===== src/hw/rtl/sts_pkg.sv =====
`timescale 1ns / 1ps
`default_nettype none
// ----------------------------------------------------------------------------
// Source token scanner package
// Shared types and constants for the scanner front, token queue and back end.
// ----------------------------------------------------------------------------
package sts_pkg;

	localparam int QDEPTH = 4;
	localparam int QPTR_W = $clog2(QDEPTH);
	localparam int QCNT_W = $clog2(QDEPTH + 1);

	localparam logic [30:0] INT_MAX = 31'h7FFF_FFFF;
	localparam logic [15:0] LEN_MAX = 16'hFFFF;

	// Scanner mode, including the one byte of operator lookahead.
	typedef enum logic [3:0] {
		MODE_IDLE  = 4'd0,
		MODE_NUM   = 4'd1,
		MODE_IDENT = 4'd2,
		MODE_SLASH = 4'd3,
		MODE_LINE  = 4'd4,
		MODE_BLOCK = 4'd5,
		MODE_BSTAR = 4'd6,
		MODE_EQ    = 4'd7,
		MODE_BANG  = 4'd8,
		MODE_LT    = 4'd9,
		MODE_GT    = 4'd10,
		MODE_COLON = 4'd11
	} mode_t;

	typedef enum logic [4:0] {
		TK_EOF    = 5'd0,
		TK_BAD    = 5'd1,
		TK_OPEN   = 5'd2,
		TK_INT    = 5'd3,
		TK_IDENT  = 5'd4,
		TK_ADD    = 5'd5,
		TK_SUB    = 5'd6,
		TK_MULT   = 5'd7,
		TK_DIV    = 5'd8,
		TK_MOD    = 5'd9,
		TK_ASSIGN = 5'd10,
		TK_EQ     = 5'd11,
		TK_NEG    = 5'd12,
		TK_NE     = 5'd13,
		TK_LPAR   = 5'd14,
		TK_RPAR   = 5'd15,
		TK_LBRA   = 5'd16,
		TK_RBRA   = 5'd17,
		TK_SEP    = 5'd18,
		TK_OPSEP  = 5'd19,
		TK_LT     = 5'd20,
		TK_LE     = 5'd21,
		TK_GT     = 5'd22,
		TK_GE     = 5'd23,
		TK_DECL   = 5'd24
	} tok_kind_t;

	typedef struct packed {
		tok_kind_t   kind;
		logic [30:0] value;
		logic        ovf;
		logic [31:0] start;
		logic [15:0] len;
	} token_t;

	// All tokens caused by one source byte: one, or two when "two" is set.
	typedef struct packed {
		token_t first;
		token_t second;
		logic   two;
	} entry_t;

	typedef struct packed {
		logic full;
		logic nonempty;
	} q_status_t;

	function automatic token_t simple_token(input tok_kind_t kind);
		token_t t;
		t       = '0;
		t.kind  = kind;
		return t;
	endfunction

endpackage
`default_nettype wire


===== src/hw/rtl/sts_if.sv =====
`timescale 1ns / 1ps
`default_nettype none
// ----------------------------------------------------------------------------
// Source token scanner channels
// Valid/ready channels for source bytes in and tokens out.
// ----------------------------------------------------------------------------
interface sts_in_if;
	logic       valid;
	logic       ready;
	logic       kind;
	logic [7:0] char_byte;

	modport source (output valid, output kind, output char_byte, input ready);
	modport sink (input valid, input kind, input char_byte, output ready);
endinterface

interface sts_tok_if;
	logic        valid;
	logic        ready;
	logic [4:0]  token_kind;
	logic [30:0] int_value;
	logic        overflow;
	logic [31:0] ident_start;
	logic [15:0] ident_length;
	logic        last;

	modport source (output valid, output token_kind, output int_value, output overflow,
		output ident_start, output ident_length, output last, input ready);
	modport sink (input valid, input token_kind, input int_value, input overflow,
		input ident_start, input ident_length, input last, output ready);
endinterface
`default_nettype wire


===== src/hw/rtl/sts_front.sv =====
`timescale 1ns / 1ps
`default_nettype none
// ----------------------------------------------------------------------------
// Scanner front end
// Classifies each source byte, advances the scan mode and builds its tokens.
// ----------------------------------------------------------------------------
module sts_front (
	input  wire logic               clk,
	input  wire logic               arst_n,
	sts_in_if.sink                  chars,
	input  wire sts_pkg::q_status_t qstat,
	output logic                    push,
	output sts_pkg::entry_t         push_entry
);

	localparam logic [7:0] CH_SPACE = 8'h20;
	localparam logic [7:0] CH_TAB   = 8'h09;
	localparam logic [7:0] CH_CR    = 8'h0D;
	localparam logic [7:0] CH_NL    = 8'h0A;
	localparam logic [7:0] CH_ZERO  = 8'h30;
	localparam logic [7:0] CH_NINE  = 8'h39;
	localparam logic [7:0] CH_LA    = 8'h61;
	localparam logic [7:0] CH_LZ    = 8'h7A;
	localparam logic [7:0] CH_UA    = 8'h41;
	localparam logic [7:0] CH_UZ    = 8'h5A;

	function automatic logic is_digit(input logic [7:0] c);
		return (c >= CH_ZERO) && (c <= CH_NINE);
	endfunction

	function automatic logic is_alpha(input logic [7:0] c);
		return ((c >= CH_LA) && (c <= CH_LZ)) || ((c >= CH_UA) && (c <= CH_UZ));
	endfunction

	function automatic logic is_space(input logic [7:0] c);
		return (c == CH_SPACE) || ((c >= CH_TAB) && (c <= CH_CR));
	endfunction

	sts_pkg::mode_t mode_q, mode_d;
	logic [30:0]    acc_q, acc_d;
	logic           sat_q, sat_d;
	logic [31:0]    pos_q, pos_d;
	logic [31:0]    start_q, start_d;
	logic [15:0]    len_q, len_d;

	logic           accept;
	logic [7:0]     c;
	logic [3:0]     digit;
	logic [34:0]    acc_x10;

	sts_pkg::token_t pend_tok, idle_tok;
	logic            pend_v, idle_v;
	sts_pkg::mode_t  idle_mode;
	sts_pkg::tok_kind_t pair_kind;
	logic            any_tok;

	assign chars.ready = !qstat.full;
	assign accept      = chars.valid && chars.ready;
	assign c           = chars.char_byte;
	assign digit       = 4'(c - CH_ZERO);
	assign acc_x10     = {1'b0, acc_q, 3'b000} + {3'b000, acc_q, 1'b0} + {31'd0, digit};

	// Token held pending by the current mode.
	always_comb begin
		pend_v   = 1'b1;
		pend_tok = '0;
		unique case (mode_q)
			sts_pkg::MODE_NUM: begin
				pend_tok.kind  = sts_pkg::TK_INT;
				pend_tok.value = acc_q;
				pend_tok.ovf   = sat_q;
			end
			sts_pkg::MODE_IDENT: begin
				pend_tok.kind  = sts_pkg::TK_IDENT;
				pend_tok.start = start_q;
				pend_tok.len   = len_q;
			end
			sts_pkg::MODE_SLASH: pend_tok = sts_pkg::simple_token(sts_pkg::TK_DIV);
			sts_pkg::MODE_EQ:    pend_tok = sts_pkg::simple_token(sts_pkg::TK_ASSIGN);
			sts_pkg::MODE_BANG:  pend_tok = sts_pkg::simple_token(sts_pkg::TK_NEG);
			sts_pkg::MODE_LT:    pend_tok = sts_pkg::simple_token(sts_pkg::TK_LT);
			sts_pkg::MODE_GT:    pend_tok = sts_pkg::simple_token(sts_pkg::TK_GT);
			sts_pkg::MODE_COLON: pend_tok = sts_pkg::simple_token(sts_pkg::TK_BAD);
			default:             pend_v   = 1'b0;
		endcase
	end

	// Two-character operator completed by '='.
	always_comb begin
		unique case (mode_q)
			sts_pkg::MODE_EQ:   pair_kind = sts_pkg::TK_EQ;
			sts_pkg::MODE_BANG: pair_kind = sts_pkg::TK_NE;
			sts_pkg::MODE_LT:   pair_kind = sts_pkg::TK_LE;
			sts_pkg::MODE_GT:   pair_kind = sts_pkg::TK_GE;
			default:            pair_kind = sts_pkg::TK_DECL;
		endcase
	end

	// A byte seen between tokens.
	always_comb begin
		idle_mode = sts_pkg::MODE_IDLE;
		idle_v    = 1'b0;
		idle_tok  = '0;
		priority if (is_space(c)) begin
			idle_v = 1'b0;
		end else if (is_digit(c)) begin
			idle_mode = sts_pkg::MODE_NUM;
		end else if (is_alpha(c)) begin
			idle_mode = sts_pkg::MODE_IDENT;
		end else begin
			unique case (c)
				"/": idle_mode = sts_pkg::MODE_SLASH;
				"=": idle_mode = sts_pkg::MODE_EQ;
				"!": idle_mode = sts_pkg::MODE_BANG;
				"<": idle_mode = sts_pkg::MODE_LT;
				">": idle_mode = sts_pkg::MODE_GT;
				":": idle_mode = sts_pkg::MODE_COLON;
				"+": begin idle_v = 1'b1; idle_tok = sts_pkg::simple_token(sts_pkg::TK_ADD); end
				"-": begin idle_v = 1'b1; idle_tok = sts_pkg::simple_token(sts_pkg::TK_SUB); end
				"*": begin idle_v = 1'b1; idle_tok = sts_pkg::simple_token(sts_pkg::TK_MULT); end
				"%": begin idle_v = 1'b1; idle_tok = sts_pkg::simple_token(sts_pkg::TK_MOD); end
				"(": begin idle_v = 1'b1; idle_tok = sts_pkg::simple_token(sts_pkg::TK_LPAR); end
				")": begin idle_v = 1'b1; idle_tok = sts_pkg::simple_token(sts_pkg::TK_RPAR); end
				"{": begin idle_v = 1'b1; idle_tok = sts_pkg::simple_token(sts_pkg::TK_LBRA); end
				"}": begin idle_v = 1'b1; idle_tok = sts_pkg::simple_token(sts_pkg::TK_RBRA); end
				";": begin idle_v = 1'b1; idle_tok = sts_pkg::simple_token(sts_pkg::TK_SEP); end
				",": begin idle_v = 1'b1; idle_tok = sts_pkg::simple_token(sts_pkg::TK_OPSEP); end
				default: begin
					idle_v   = 1'b1;
					idle_tok = sts_pkg::simple_token(sts_pkg::TK_BAD);
				end
			endcase
		end
	end

	// Next state and the tokens of this byte.
	always_comb begin
		logic restart;
		restart    = 1'b0;
		mode_d     = mode_q;
		acc_d      = acc_q;
		sat_d      = sat_q;
		start_d    = start_q;
		len_d      = len_q;
		pos_d      = pos_q + 32'd1;
		any_tok    = 1'b0;
		push_entry = '0;

		if (chars.kind) begin
			// End of source: flush, then eof, then back to reset state.
			mode_d  = sts_pkg::MODE_IDLE;
			acc_d   = '0;
			sat_d   = 1'b0;
			pos_d   = '0;
			start_d = '0;
			len_d   = '0;
			any_tok = 1'b1;
			push_entry.second = sts_pkg::simple_token(sts_pkg::TK_EOF);
			if ((mode_q == sts_pkg::MODE_BLOCK) || (mode_q == sts_pkg::MODE_BSTAR)) begin
				push_entry.first = sts_pkg::simple_token(sts_pkg::TK_OPEN);
				push_entry.two   = 1'b1;
			end else if (pend_v) begin
				push_entry.first = pend_tok;
				push_entry.two   = 1'b1;
			end else begin
				push_entry.first = sts_pkg::simple_token(sts_pkg::TK_EOF);
			end
		end else begin
			unique case (mode_q)
				sts_pkg::MODE_NUM: begin
					if (is_digit(c)) begin
						if (acc_x10 > {4'd0, sts_pkg::INT_MAX}) begin
							acc_d = sts_pkg::INT_MAX;
							sat_d = 1'b1;
						end else begin
							acc_d = acc_x10[30:0];
						end
					end else begin
						restart = 1'b1;
					end
				end
				sts_pkg::MODE_IDENT: begin
					if (is_alpha(c) || is_digit(c)) begin
						if (len_q != sts_pkg::LEN_MAX) len_d = len_q + 16'd1;
					end else begin
						restart = 1'b1;
					end
				end
				sts_pkg::MODE_SLASH: begin
					if (c == "/") mode_d = sts_pkg::MODE_LINE;
					else if (c == "*") mode_d = sts_pkg::MODE_BLOCK;
					else restart = 1'b1;
				end
				sts_pkg::MODE_LINE: begin
					if (c == CH_NL) mode_d = sts_pkg::MODE_IDLE;
				end
				sts_pkg::MODE_BLOCK: begin
					if (c == "*") mode_d = sts_pkg::MODE_BSTAR;
				end
				sts_pkg::MODE_BSTAR: begin
					if (c == "/") mode_d = sts_pkg::MODE_IDLE;
					else if (c != "*") mode_d = sts_pkg::MODE_BLOCK;
				end
				sts_pkg::MODE_EQ, sts_pkg::MODE_BANG, sts_pkg::MODE_LT,
				sts_pkg::MODE_GT, sts_pkg::MODE_COLON: begin
					if (c == "=") begin
						mode_d           = sts_pkg::MODE_IDLE;
						any_tok          = 1'b1;
						push_entry.first = sts_pkg::simple_token(pair_kind);
					end else begin
						restart = 1'b1;
					end
				end
				default: restart = 1'b1;
			endcase

			// Flush whatever is pending and treat the byte as a fresh start.
			if (restart) begin
				mode_d = idle_mode;
				if (idle_mode == sts_pkg::MODE_NUM) begin
					acc_d = {27'd0, digit};
					sat_d = 1'b0;
				end
				if (idle_mode == sts_pkg::MODE_IDENT) begin
					start_d = pos_q;
					len_d   = 16'd1;
				end
				any_tok           = pend_v || idle_v;
				push_entry.first  = pend_v ? pend_tok : idle_tok;
				push_entry.second = idle_tok;
				push_entry.two    = pend_v && idle_v;
			end
		end
	end

	assign push = accept && any_tok;

	always_ff @(posedge clk or negedge arst_n) begin
		if (!arst_n) begin
			mode_q  <= sts_pkg::MODE_IDLE;
			acc_q   <= '0;
			sat_q   <= 1'b0;
			pos_q   <= '0;
			start_q <= '0;
			len_q   <= '0;
		end else if (accept) begin
			mode_q  <= mode_d;
			acc_q   <= acc_d;
			sat_q   <= sat_d;
			pos_q   <= pos_d;
			start_q <= start_d;
			len_q   <= len_d;
		end
	end

`ifndef ASSERT_OFF
	a_eof_resets: assert property (@(posedge clk) disable iff (!arst_n)
		(accept && chars.kind) |=> (mode_q == sts_pkg::MODE_IDLE) && (pos_q == '0))
		else $error("scanner state not cleared after end of source");
`endif

endmodule
`default_nettype wire


===== src/hw/rtl/sts_queue.sv =====
`timescale 1ns / 1ps
`default_nettype none
// ----------------------------------------------------------------------------
// Token queue
// Short FIFO of per-byte token groups between the front end and the back end.
// ----------------------------------------------------------------------------
module sts_queue (
	input  wire logic            clk,
	input  wire logic            arst_n,
	input  wire logic            push,
	input  wire sts_pkg::entry_t push_entry,
	input  wire logic            pop,
	output sts_pkg::q_status_t   qstat,
	output sts_pkg::entry_t      head
);

	sts_pkg::entry_t               mem_q [sts_pkg::QDEPTH];
	logic [sts_pkg::QPTR_W-1:0]    wr_ptr_q;
	logic [sts_pkg::QPTR_W-1:0]    rd_ptr_q;
	logic [sts_pkg::QCNT_W-1:0]    count_q;

	assign qstat.full     = (count_q == sts_pkg::QCNT_W'(sts_pkg::QDEPTH));
	assign qstat.nonempty = (count_q != '0);
	assign head           = mem_q[rd_ptr_q];

	always_ff @(posedge clk) begin
		if (push) mem_q[wr_ptr_q] <= push_entry;
	end

	always_ff @(posedge clk or negedge arst_n) begin
		if (!arst_n) begin
			wr_ptr_q <= '0;
			rd_ptr_q <= '0;
			count_q  <= '0;
		end else begin
			if (push) wr_ptr_q <= wr_ptr_q + 1'b1;
			if (pop) rd_ptr_q <= rd_ptr_q + 1'b1;
			unique case ({push, pop})
				2'b10:   count_q <= count_q + 1'b1;
				2'b01:   count_q <= count_q - 1'b1;
				default: count_q <= count_q;
			endcase
		end
	end

`ifndef ASSERT_OFF
	a_no_overrun: assert property (@(posedge clk) disable iff (!arst_n)
		push |-> (!qstat.full || pop))
		else $error("token queue written while full");
	a_no_underrun: assert property (@(posedge clk) disable iff (!arst_n)
		pop |-> qstat.nonempty)
		else $error("token queue read while empty");
	a_count_bound: assert property (@(posedge clk) disable iff (!arst_n)
		count_q <= sts_pkg::QCNT_W'(sts_pkg::QDEPTH))
		else $error("token queue count beyond depth");
`endif

endmodule
`default_nettype wire


===== src/hw/rtl/sts_back.sv =====
`timescale 1ns / 1ps
`default_nettype none
// ----------------------------------------------------------------------------
// Token back end
// Sends the tokens of each queued group one by one through an output register.
// ----------------------------------------------------------------------------
module sts_back (
	input  wire logic               clk,
	input  wire logic               arst_n,
	input  wire sts_pkg::q_status_t qstat,
	input  wire sts_pkg::entry_t    head,
	output logic                    pop,
	sts_tok_if.source               tokens
);

	logic            phase_q;
	logic            out_v_q;
	sts_pkg::token_t out_q;
	logic            last_q;
	logic            load;

	assign load = qstat.nonempty && (!out_v_q || tokens.ready);
	assign pop  = load && (phase_q || !head.two);

	always_ff @(posedge clk or negedge arst_n) begin
		if (!arst_n) begin
			phase_q <= 1'b0;
			out_v_q <= 1'b0;
		end else begin
			if (load) begin
				out_v_q <= 1'b1;
				phase_q <= !phase_q && head.two;
			end else if (tokens.ready) begin
				out_v_q <= 1'b0;
			end
		end
	end

	always_ff @(posedge clk) begin
		if (load) begin
			out_q  <= phase_q ? head.second : head.first;
			last_q <= phase_q || !head.two;
		end
	end

	assign tokens.valid        = out_v_q;
	assign tokens.token_kind   = out_q.kind;
	assign tokens.int_value    = out_q.value;
	assign tokens.overflow     = out_q.ovf;
	assign tokens.ident_start  = out_q.start;
	assign tokens.ident_length = out_q.len;
	assign tokens.last         = last_q;

`ifndef ASSERT_OFF
	a_phase_has_entry: assert property (@(posedge clk) disable iff (!arst_n)
		phase_q |-> (qstat.nonempty && head.two))
		else $error("second token pending without a two-token group");
`endif

endmodule
`default_nettype wire


===== src/hw/rtl/source_token_scanner_unit.sv =====
`timescale 1ns / 1ps
`default_nettype none
// ----------------------------------------------------------------------------
// Source token scanner
// Streaming lexer: source bytes in, integer, identifier, operator and error
// tokens out.
// ----------------------------------------------------------------------------
//
//   channel   dir   payload                                           takes
//   chars     in    kind, char_byte                                   valid & ready
//   tokens    out   token_kind, int_value, overflow, ident_start,     valid & ready
//                   ident_length, last
//
// The scanner accepts one source byte per cycle while the token queue has room.
// A byte that causes two tokens sends them in turn from one queue entry. One
// token leaves per cycle while tokens.ready is high and the queue is not empty;
// the first token of a byte passes through the queue, then the output register.
// Reset clears the scan mode, counters and queue; no clearing pass is needed.
// A stalled token output fills the four-entry queue, then drops chars.ready.
// ----------------------------------------------------------------------------
module source_token_scanner_unit (
	input  wire logic clk,
	input  wire logic arst_n,
	sts_in_if.sink    chars,
	sts_tok_if.source tokens
);

	// Front end to queue: the token group of each accepted byte.
	logic               push;
	sts_pkg::entry_t    push_entry;

	// Queue to back end: fill status and the oldest group.
	sts_pkg::q_status_t qstat;
	sts_pkg::entry_t    head;
	logic               pop;

	// The front end classifies each byte and holds the scanner state, including
	// the lookahead byte for two-character operators and comment openers.
	sts_front u_front (
		.clk        (clk),
		.arst_n     (arst_n),
		.chars      (chars),
		.qstat      (qstat),
		.push       (push),
		.push_entry (push_entry)
	);

	// The queue lets the scanner keep running while the token sink stalls.
	sts_queue u_queue (
		.clk        (clk),
		.arst_n     (arst_n),
		.push       (push),
		.push_entry (push_entry),
		.pop        (pop),
		.qstat      (qstat),
		.head       (head)
	);

	// The back end splits two-token groups and marks the last token of a byte.
	sts_back u_back (
		.clk    (clk),
		.arst_n (arst_n),
		.qstat  (qstat),
		.head   (head),
		.pop    (pop),
		.tokens (tokens)
	);

endmodule
`default_nettype wire


===== src/flat_wrapper.sv =====
// flat-port wrapper written by rule: the top's interface ports become plain ports
module source_token_scanner_unit_flat 
  (clk, arst_n, chars_valid, chars_kind, chars_char_byte, chars_ready, tokens_valid, tokens_token_kind, tokens_int_value, tokens_overflow, tokens_ident_start, tokens_ident_length, tokens_last, tokens_ready);
  sts_in_if chars_i ();
  sts_tok_if tokens_i ();
  input  wire logic clk;
  input  wire logic arst_n;
  input wire logic [$bits(chars_i.valid)-1:0] chars_valid;
  input wire logic [$bits(chars_i.kind)-1:0] chars_kind;
  input wire logic [$bits(chars_i.char_byte)-1:0] chars_char_byte;
  output wire logic [$bits(chars_i.ready)-1:0] chars_ready;
  output wire logic [$bits(tokens_i.valid)-1:0] tokens_valid;
  output wire logic [$bits(tokens_i.token_kind)-1:0] tokens_token_kind;
  output wire logic [$bits(tokens_i.int_value)-1:0] tokens_int_value;
  output wire logic [$bits(tokens_i.overflow)-1:0] tokens_overflow;
  output wire logic [$bits(tokens_i.ident_start)-1:0] tokens_ident_start;
  output wire logic [$bits(tokens_i.ident_length)-1:0] tokens_ident_length;
  output wire logic [$bits(tokens_i.last)-1:0] tokens_last;
  input wire logic [$bits(tokens_i.ready)-1:0] tokens_ready;
  assign chars_i.valid = chars_valid;
  assign chars_i.kind = chars_kind;
  assign chars_i.char_byte = chars_char_byte;
  assign chars_ready = chars_i.ready;
  assign tokens_valid = tokens_i.valid;
  assign tokens_token_kind = tokens_i.token_kind;
  assign tokens_int_value = tokens_i.int_value;
  assign tokens_overflow = tokens_i.overflow;
  assign tokens_ident_start = tokens_i.ident_start;
  assign tokens_ident_length = tokens_i.ident_length;
  assign tokens_last = tokens_i.last;
  assign tokens_i.ready = tokens_ready;
  source_token_scanner_unit u_core (.clk(clk), .arst_n(arst_n), .chars(chars_i), .tokens(tokens_i));
endmodule

===== config.mk =====
export PLATFORM = sky130hd
export DESIGN_NAME = source_token_scanner_unit_flat
export DESIGN_NICKNAME = d
export VERILOG_FILES = /design/src/hw/rtl/sts_pkg.sv /design/src/hw/rtl/sts_if.sv /design/src/hw/rtl/sts_front.sv /design/src/hw/rtl/sts_queue.sv /design/src/hw/rtl/sts_back.sv /design/src/hw/rtl/source_token_scanner_unit.sv /design/src/flat_wrapper.sv
export SDC_FILE = /design/constraint.sdc
export NUM_CORES = 1
export LEC_CHECK = 0
export BUFFER_PORTS_ARGS = -buffer_cell sky130_fd_sc_hd__buf_2
export CORE_UTILIZATION = 40
export DETAILED_ROUTE_END_ITERATION = 12
export PLACE_DENSITY = 0.52
export SETUP_SLACK_MARGIN = 0.02
export SYNTH_ARGS = -nofsm -noshare
export SYNTH_HDL_FRONTEND = slang
export SYNTH_SLANG_ARGS = --single-unit

===== constraint.sdc =====
create_clock -name clk -period 10.4 [get_ports clk]
set_clock_uncertainty 0.05 [all_clocks]
set_input_delay 0 -clock clk [delete_from_list [all_inputs] [get_ports clk]]
set_output_delay 0 -clock clk [all_outputs]
set_load 0.02 [all_outputs]

== Word level (Yosys, flattened, before mapping) ==
Memories as Yosys holds them, arrays and structs flattened.
Index checks and enable logic that the tools add are counted.

* Muxes and demuxes: 75
* Reduce and logical (&&, ||, !) cells: 33
* Magnitude comparators: 9
* Eq/ne operators: 41
* Add/sub/neg operators: 9

{| class="wikitable"
|+ Operators with widths
! cell !! count
|-
| one-hot mux 85 bit (11 select lines) || 1
|-
| 2-to-1 mux 85 bit || 9
|-
| 2-to-1 mux 171 bit || 2
|-
| 2-to-1 mux 31 bit || 6
|-
| 2-to-1 mux 32 bit || 5
|-
| == test 8 x 6 -> 1 bit, second input constant || 15
|-
| 2-to-1 mux 16 bit || 6
|-
| 2-to-1 mux 4 bit || 12
|-
| 2-to-1 mux 48 bit || 1
|-
| one-hot mux 5 bit (8 select lines) || 1
|-
| adder 34 x 32 -> 35 bit || 1
|-
| adder 35 x 4 -> 35 bit || 1
|-
| > comparator 35 x 31 -> 1 bit, second input constant || 1
|-
| adder 32 x 1 -> 32 bit, second input constant || 1
|-
| 2-to-1 mux 1 bit || 27
|-
| one-hot mux 4 bit (6 select lines) || 1
|-
| one-hot mux 4 bit (5 select lines) || 1
|-
| one-hot mux 5 bit (4 select lines) || 1
|-
| adder 16 x 1 -> 16 bit, second input constant || 1
|-
| == test 4 x 3 -> 1 bit, second input constant || 4
|-
| == test 4 bit, second input constant || 4
|-
| == test 8 x 7 -> 1 bit, second input constant || 2
|-
| greater-or-equal comparator 8 x 7 -> 1 bit, second input constant || 2
|-
| <= comparator 8 x 7 -> 1 bit, second input constant || 2
|-
| other kinds (34) || 60
|}

* Input bits: 13
* Register bits after elaboration: 211
* Output and inout bits: 88
* Word-level logic and storage cells: 185
* Bits in writable memories: 684
* Memories: 1

{| class="wikitable"
|+ Memories
! memory !! depth !! width !! read ports !! clocked after memory_dff !! wr ports !! RTL line !! text
|-
| u_core.u_queue.mem_q || 4 || 171 || 1 || 0 || 1 || sts_queue.sv:17 || <nowiki>sts_pkg::entry_t mem_q [sts_pkg::QDEPTH];</nowiki>
|}

== Depth between registers and ports, before layout ==
Gate-level depths: netlist of the first run.

* Depth after elaboration: 12
* Mapped depth: 16
* Depth with buffers taken out: 16

== Cells and area by module ==
Synthesis of the first run repeated with hierarchy kept, for this count alone.

* Cells, all modules: 2268
* Area, all modules: 38648.3 µm²

{| class="wikitable"
|+ By module, submodules not included
! module !! seq. area each (µm²) !! cells each !! instances !! area an instance (µm²)
|-
| sts_queue || 20714.9 || 926 || 1 || 25080.3
|-
| sts_front || 2902.8 || 1151 || 1 || 9743.1
|-
| sts_back || 2632.5 || 191 || 1 || 3824.9
|}

== Least setup slack after synthesis of the first run ==
Ideal clock, no wire load.

* Kind: reg-to-reg
* Start point: register u_core.u_front.mode_q[2]
* End point: memory u_core.u_queue.mem_q[0][0] in the netlist's numbering, enable pin
* Cell stages (with the launch flop): 11
* Setup slack: 5.640 ns
* Data required time: 9.890 ns
* Arrival: 4.250 ns
* Buffers on the path: 2
* Period minus slack after synthesis: 4.760 ns
* Library setup time: 0.460 ns
* Cell sequence: dfrtp_1 -> inv_1 -> ha_1 -> clkbuf_1 -> a31oi_1 -> o22a_2 -> o2111ai_4 -> clkbuf_1 -> o21ai_0 -> a21oi_1 -> and2_1

* Longest elaborated chain between the ends: 9
* Elaborated cells on any way between the ends: 24
* Those cells by class: 11 x eq/ne; 8 x mux; 5 x reduce/logical

{| class="wikitable"
|+ RTL lines
! item !! RTL line !! text
|-
| from (decl) || sts_front.sv:39 || <nowiki>sts_pkg::mode_t mode_q, mode_d;</nowiki>
|-
| from (signal assigned) || sts_front.sv:240 || <nowiki>mode_q <= sts_pkg::MODE_IDLE;</nowiki>
|-
| from (signal assigned) || sts_front.sv:247 || <nowiki>mode_q <= mode_d;</nowiki>
|-
| == test 4 x 3 -> 1 bit, or another cell as far along || sts_front.sv:67, sts_front.sv:169 ||
|-
| OR reduction 5 bit, or another cell as far along || sts_front.sv:169 || <nowiki>unique case (mode_q)</nowiki>
|-
| one-hot mux 1 bit (5 select lines) / 2-to-1 mux 1 bit (equally long branches) || sts_front.sv:169, sts_front.sv:67 ||
|-
| 2-to-1 mux 1 bit / logical OR 1 bit (equally long branches) || sts_front.sv:149, sts_front.sv:228 ||
|-
| 2-to-1 mux 1 bit * || sts_front.sv:218 || <nowiki>if (restart) begin</nowiki>
|-
| 2-to-1 mux 1 bit * || sts_front.sv:149 || <nowiki>if (chars.kind) begin</nowiki>
|-
| logical AND 1 bit * || sts_front.sv:236 || <nowiki>assign push = accept && any_tok;</nowiki>
|-
| 2-to-1 mux 1 bit * || sts_queue.sv:27 || <nowiki>if (push) mem_q[wr_ptr_q] <= push_entry;</nowiki>
|-
| 2-to-1 mux 1 bit (not written as such) * || sts_queue.sv:27 ||
|-
| to (decl) || sts_queue.sv:17 ||
|}

Mark *: on every way between the ends. The rest lies on a longest branch, timed or not. The select of a mux whose other input is x is not followed.

== Worst setup path after layout of the first run ==
* Start point: register u_core.u_front.mode_q[1]
* End point: memory u_core.u_queue.mem_q[2][115] in the netlist's numbering, enable pin

Same word-level chain as after synthesis.

==> flow_summary.ini, run 1 <==
[critical_path]
timing.critical_path.max_delay_family = simple AND/OR/NAND/NOR gates
critPathRequiredTime_ns = 10.58
cp_data_arrival_time_ns = 4.96
cp_num_buf_inv = 1
criticalPathCategory = reg2reg
r2r-start = u_core.u_front.mode_q[1]$_DFFE_PN0P_
reg2reg_setup_slack_ns = 5.62
worst_setup_path_startpoint = u_core.u_front.mode_q[1]$_DFFE_PN0P_
timing.critical_path.to_type = flip-flop
worstRegToRegCells = 8
critical-path-max-stage-delay_ns = 0.88
timing.critical_path.from_type = flip-flop
timing.critical_path.cells = nor2b_1 -> nand2_1 -> o2111ai_4 -> nor2b_4 -> a41oi_1 -> a21oi_1 -> and2_4 -> buf_4
worst_flop_to_flop_path_endpoint = u_core.u_queue.mem_q[2][115]$_DFFE_PP_
cpMaxStageDelayCell = sky130_fd_sc_hd__buf_4
crit_path_max_fanout = 60

[sta]
final_period_minus_worst_setup_slack_ns = 4.78
slew-limit-headroom_pct = 24.7
hold_viol = 0
totalNegativeSetupSlack_ns = 0
finalMaxSlewViolations = 0
max_freq_ghz = 0.209
timing.final.setup_violations = 0
grt_setup_unrepaired = false
worst_slew_pin_slew_ns = 1.13
final.period_utilization_pct = 45.9

[global_routing]
first_global_vias = 15200
antenna_found_initial = 1
grt_max_degree = 87
groute.usage.overall_pct = 17.7
grt_first_pass_wirelength_microns = 87500
gr_overflow_total = 0

[status]
run_status = complete, no violations

[yosys]
synth_nets = 1826
top_reg_cell_synth = sky130_fd_sc_hd__edfxtp_1
synth_edf_count = 450
post_synth_num_cell_types = 69
netlist_area_sq_um = 25500
yosys.area.top_type_share_pct = 53.1
postSynth.asyncResetShare_pct = 21.7
synth-seq-cells = 575
synthesis.area_per_instance_sq_um = 14.7
synth.top_cells.by_area = sky130_fd_sc_hd__edfxtp_1 (53%), sky130_fd_sc_hd__dfrtp_1 (12%), sky130_fd_sc_hd__mux4_2 (8.0%), sky130_fd_sc_hd__and2_1 (4.1%), sky130_fd_sc_hd__ha_1 (3.5%)
synth-seq-area-share_pct = 65.3
syn-instance-count = 1738
synthesis.yosys.warnings = 0
yosysTopAreaCell = sky130_fd_sc_hd__edfxtp_1

[layout]
area_delta_synth_final_pct = 14.1
final-seq-area_sq_um = 16600
drive_above_1_share_pct = 17.6
multiInputGateArea_sq_um = 8300
insertedDiodeCount = 0
finish.utilization_pct = 46.1
layout.filler_cells = 5579
nets = 1924

[clock_tree]
worstSkewPairLatency_ns = 0.63
cts_post_setup_buffers_inserted = 0
cts.root.buffer_cell = sky130_fd_sc_hd__clkbuf_16
clock_path_buffers = 3
cts_tree = yes
post_cts.resized_instances = 0
clkSinkCount = 575
cts_buffers = 59
clock_pin_transition_on_the_worst_setup_and_hold_timing_paths_ns = 0.06
cts_max_level = 2

[power]
vdd.ir_drop.worst_mv = 0.132
p_leak_nw = 11.0
pwr_density_cell_nw_per_um2 = 260

[floorplanning]
fp.dieH_microns = 254
dieWidth_microns = 254
core_area_sq_um = 63000
floorplan.die_area_sq_um = 64700
top_level_ports = 101
start_util_pct = 40.4
num_rows = 92

[hold_path]
timing.hold.worst.class = in2reg
holdPathStages = 3
hold_path_end = u_core.u_queue.mem_q[0][82]$_DFFE_PP_
hold_path.startpoint = chars_char_byte[3]

[detailed_routing]
antenna_violating_nets_post_route = 0
detail_route.iter0.violations = 883
wire_per_inst_microns = 20.5
via_per_inst = 5.32
remaining_drc_errors = 0
detailroute.via_count = 14600
dr.pass1.iters = 5
finalWirelength_microns = 56000

[job]
maxCapViolCount = 0

[placement]
place_congestion = 0.845
detailedPlacementHpwl_microns = 35500
buffer_ports.inserted = 100
## layout make-up
class / instances / area share (%)
repair buffers: 130 / 2.69
multi-input cells: 1031 / 28.6
clock inverters: 41 / 1.87
well taps: 846 / 3.64
inverters: 39 / 0.513
flip-flops and latches: 575 / 57.3
clock buffers: 71 / 5.41
## worst min-delay path, delay by kind of cell
kind / cells / cell delay, ns
buffers and inverters: 1 / 0.21
AOI/OAI and AO/OA: 1 / 0.17
and+or+nand+nor: 1 / 0.13
## timing repair
action                     in CTS  in global routing
setup endpoints to repair       0                  0
hold buffers                   13                  0
hold endpoints to repair       79                  0
## flip-flops by register name (all words and copies together), names as in the netlist, 2 cells and up
name and count:
u_core.u_back.tokens.token_kind 5, u_core.u_back.tokens.ident_length 16, u_core.u_back.tokens.int_value 31, u_core.u_queue.mem_q 364
u_core.u_front.acc_q 31, u_core.u_front.mode_q 4, u_core.u_queue.rd_ptr_q 2, u_core.u_queue.wr_ptr_q 2
u_core.u_queue.count_q 3, u_core.u_front.pos_q 32, u_core.u_front.len_q 16, u_core.u_back.tokens.ident_start 32
u_core.u_front.start_q 32
## logic make-up (layout without fill, tap and decap cells)
family	count (synthesis)	count (layout)	synth area share (%)
flops	575	575	65.3
xor+xnor	62	62	2.13
compound gates	283	283	7.60
mux	98	98	8.35
buf+inv	132	281	2.20
fa+ha+maj	75	75	3.77
simple gates	513	513	10.6
## cells in the mapped netlist (19+ instances only)
cell / number
sky130_fd_sc_hd__edfxtp_1: 450
sky130_fd_sc_hd__and2_1: 168
sky130_fd_sc_hd__dfrtp_1: 125
sky130_fd_sc_hd__nand2_1: 111
sky130_fd_sc_hd__mux4_2: 91
sky130_fd_sc_hd__nor2_1: 80
sky130_fd_sc_hd__ha_1: 72
sky130_fd_sc_hd__o21ai_0: 72
sky130_fd_sc_hd__clkbuf_1: 64
sky130_fd_sc_hd__a21oi_1: 60
sky130_fd_sc_hd__nand3_1: 43
sky130_fd_sc_hd__inv_1: 39
sky130_fd_sc_hd__a22o_1: 34
sky130_fd_sc_hd__xnor2_1: 31
sky130_fd_sc_hd__xor2_1: 31
sky130_fd_sc_hd__a221o_1: 30
sky130_fd_sc_hd__nor3_1: 24
sky130_fd_sc_hd__nand4_1: 19
## placed cells by master, fill, tap and decap left out, types with 37 or more instances in the layout
master	n
sky130_fd_sc_hd__and2_1	164
sky130_fd_sc_hd__inv_1	37
sky130_fd_sc_hd__edfxtp_1	450
sky130_fd_sc_hd__o21ai_0	72
sky130_fd_sc_hd__mux4_2	91
sky130_fd_sc_hd__nor2_1	79
sky130_fd_sc_hd__a21oi_1	59
sky130_fd_sc_hd__nand2_1	111
sky130_fd_sc_hd__buf_2	99
sky130_fd_sc_hd__nand3_1	43
sky130_fd_sc_hd__ha_1	72
sky130_fd_sc_hd__dfrtp_1	123
sky130_fd_sc_hd__clkbuf_16	60
## report_power, final
part | internal (mW) | switching [mW]
clock network | 1.40 | 0.887
registers | 3.12 | 0.235
logic | 0.762 | 1.14
total | 5.28 | 2.26
## worst max path at each step
| stage | end | cells after the start |
|---|---|---|
| floorplan | u_core.u_queue.mem_q[0][0]$_DFFE_PP_ | 10 |
| CTS | u_core.u_queue.mem_q[2][135]$_DFFE_PP_ | 8 |
| global placement | u_core.u_queue.mem_q[1][130]$_DFFE_PP_ | 9 |
| detailed placement | u_core.u_queue.mem_q[2][90]$_DFFE_PP_ | 9 |
| finish | u_core.u_queue.mem_q[2][115]$_DFFE_PP_ | 8 |
| global route | u_core.u_queue.mem_q[2][116]$_DFFE_PP_ | 8 |
## routing by layer
layer | GRT usage, % | vias to the layer above | wire [microns]
met5 | 0 | - | 13
met1 | 23.3 | 7422 | 24900
met3 | 2.86 | 74 | 1990
li1 | - | 6827 | -
met4 | 4.78 | 2 | 1150
met2 | 30.5 | 227 | 28000
## stage by stage
| step | worst slack [ns] | instances | hold slack, ns | instance area, sq um | power (mW) |
|---|---|---|---|---|---|
| CTS | 5.64 | 2733 | 0.0118 | 29100 | 7.68 |
| global placement | 5.76 | 2608 | -0.0251 | 26800 | 5.36 |
| global route | 5.23 | 2733 | 0.0768 | 29100 | 7.93 |
| detailed placement | 5.64 | 2608 | -0.0349 | 26800 | 5.38 |
| floorplan | 5.64 | 1738 | -0.346 | 25500 | 4.70 |
| finish | 5.62 | 2733 | 0.0533 | 29100 | 7.54 |
No activity file was read; power rests on OpenSTA's default activity.
==> inputs of run 2 (changes only) <==
Clock period 10.4 ns to 4.5 ns, I/O delays scaled along.
==> flow_summary.ini, run 2 (same netlist as run 1, synthesis figures left out) <==
[floorplanning]
floorplan.die_area_sq_um = 64700
start_util_pct = 40.4
num_rows = 92
fp.dieH_microns = 254
top_level_ports = 101
dieWidth_microns = 254
core_area_sq_um = 63000

[sta]
timing.final.setup_violations = 0
grt_setup_unrepaired = false
fin_worst_hold_slack_ns = 0.0425
totalNegativeSetupSlack_ns = 0
worst_slew_pin_slew_ns = 1.17
finalMaxSlewViolations = 0
final.period_utilization_pct = 85.8
final_period_minus_worst_setup_slack_ns = 3.86
max_freq_ghz = 0.259
slew-limit-headroom_pct = 21.9
hold_viol = 0

[layout]
multiInputGateArea_sq_um = 8290
layout.filler_cells = 5581
insertedDiodeCount = 0
nets = 1935
layout_commonest_cell = sky130_fd_sc_hd__edfxtp_1
largest_register_ffs = 364
most-common-layout-cells = sky130_fd_sc_hd__edfxtp_1 (450), sky130_fd_sc_hd__and2_1 (164), sky130_fd_sc_hd__dfrtp_1 (123), sky130_fd_sc_hd__nand2_1 (111), sky130_fd_sc_hd__buf_2 (99)
top_register = u_core.u_queue.mem_q
area_delta_synth_final_pct = 14.1
final-seq-area_sq_um = 16600
drive_above_1_share_pct = 18.1
final_design_area_no_fill_sq_um = 29100

[detailed_routing]
dr.pass1.iters = 5
remaining_drc_errors = 0
via_per_inst = 5.30
antenna_violating_nets_post_route = 0
detail_route.iter0.violations = 1060
detailroute.via_count = 14500
finalWirelength_microns = 55600
wire_per_inst_microns = 20.3

[placement]
postPlaceCellArea_sq_um = 27000
detailedPlacementHpwl_microns = 35200
place_congestion = 0.836
buffer_ports.inserted = 100

[critical_path]
timing.critical_path.to_type = flip-flop
criticalPathCategory = reg2reg
crit_path_max_fanout = 15
timing.critical_path.from_type = flip-flop
cp_data_arrival_time_ns = 4.29
critPathRequiredTime_ns = 4.93

[clock_tree]
cts_buffers = 59
clkSinkCount = 575
clock_pin_transition_on_the_worst_setup_and_hold_timing_paths_ns = 0.06
cts_max_level = 2
cts_tree = yes
worstSkewPairLatency_ns = 0.61
clock_path_buffers = 3
cts.root.buffer_cell = sky130_fd_sc_hd__clkbuf_16

[global_routing]
first_global_vias = 14900
groute.usage.overall_pct = 17.5
grt_max_degree = 93
gr_overflow_total = 0
antenna_found_initial = 1
grt_first_pass_wirelength_microns = 86600

[power]
share_clk_of_total_power_pct = 28.3
p_int_mw = 11.9
vdd.ir_drop.worst_mv = 0.479
p_leak_nw = 11.0
netSwitchingFraction_pct = 30.5
part_of_the_power_in_registers_pct = 44.6
pwr_density_cell_nw_per_um2 = 587
power_frac_comb_pct = 27.1
netSwitchingPower_mw = 5.20

[job]
maxCapViolCount = 0

[hold_path]
timing.hold.worst.class = in2reg

[status]
run_status = complete, no violations
[run 2: changes by cell type in the layout (fill, tap and decap cells not counted), moves of 4 or more]
cell	change
sky130_fd_sc_hd__buf_12	+10
sky130_fd_sc_hd__bufinv_16	-10
sky130_fd_sc_hd__clkbuf_8	+8
sky130_fd_sc_hd__clkbuf_1	+7
sky130_fd_sc_hd__buf_4	+6
sky130_fd_sc_hd__dlygate4sd3_1	-4
[run 2: critical path, stage by stage, from the launching register on]
cell                        delay [ns]
sky130_fd_sc_hd__dfrtp_1          0.41
sky130_fd_sc_hd__inv_1            0.10
sky130_fd_sc_hd__fa_1             0.54
sky130_fd_sc_hd__inv_1            0.06
sky130_fd_sc_hd__ha_1             0.28
sky130_fd_sc_hd__a21oi_1          0.19
sky130_fd_sc_hd__nor2_1           0.11
sky130_fd_sc_hd__o2111ai_1        0.28
sky130_fd_sc_hd__nand4_1          0.15
sky130_fd_sc_hd__a221oi_1         0.32
sky130_fd_sc_hd__buf_4            0.19
sky130_fd_sc_hd__o21ai_0          0.09
sky130_fd_sc_hd__a21oi_1          0.27
sky130_fd_sc_hd__a21oi_2          0.11
sky130_fd_sc_hd__buf_4            0.20
sky130_fd_sc_hd__or3_1            0.38
[run 2: metal layers]
metal	share of wire, %	wire, microns	track usage, %
met1	45	25000	24.0
met2	49	27400	29.2
met3	4.2	2320	2.97
met4	1.6	865	3.72
met5	0	0	0
[run 2: layout make-up]
class,instances,area share (%)
clock buffer,86,5.88
multi-input combinational,1031,28.5
inverter,39,0.512
timing repair buffer,141,3.36
clock inverter,26,0.784
sequential,575,57.3
tap,846,3.64
[run 2: power by group through the flow]
| stage | combinational [mW] | clock [mW] | sequential, mW |
|---|---|---|---|
| finish | 4.62 | 4.82 | 7.61 |
| global route | 5.07 | 5.17 | 7.73 |
| CTS | 4.80 | 4.96 | 7.63 |
| detailed placement | 4.78 | 0 | 7.74 |
| global placement | 4.76 | 0 | 7.69 |
| floorplan | 2.71 | 0 | 8.12 |
[run 2: worst paths after layout]
path / start / endpoint / slack [ns] / cells past startpoint
setup / recovery: u_core.u_front.acc_q[2]$_DFFE_PN0P_ / u_core.u_front.acc_q[3]$_DFFE_PN0P_ / 0.64 / 15
max in group asynchronous: arst_n / u_core.u_front.len_q[12]$_DFFE_PN0P_ / 3.29 / 4
hold reg to reg: u_core.u_back.tokens.valid$_DFFE_PN0P_ / u_core.u_back.tokens.valid$_DFFE_PN0P_ / 0.44 / 2
hold / removal: chars_char_byte[3] / u_core.u_front.acc_q[3]$_DFFE_PN0P_ / 0.04 / 5
min in group asynchronous: arst_n / u_core.u_front.acc_q[21]$_DFFE_PN0P_ / 0.49 / 4
setup reg to reg: u_core.u_front.acc_q[2]$_DFFE_PN0P_ / u_core.u_front.acc_q[3]$_DFFE_PN0P_ / 0.64 / 15
[run 2: metrics by stage]
| stage | instances | worst slack (ns) | total power, mW | utilization (%) |
|---|---|---|---|---|
| final | 2744 | 0.638 | 17.0 | 46.1 |
| after CTS | 2744 | 0.676 | 17.4 | 46.1 |
| after floorplan | 1738 | 0.728 | 10.8 | - |
| after global routing | 2744 | 0.370 | 18.0 | 46.1 |
| after detailed placement | 2623 | 0.686 | 12.5 | 42.9 |
| after global placement | 2623 | 0.746 | 12.5 | 42.9 |
[run 2: what timing repair did]
action	in CTS	in global routing
buffers inserted	0	0
hold buffers	9	0
hold endpoints to repair	99	0
gates resized for setup	0	0
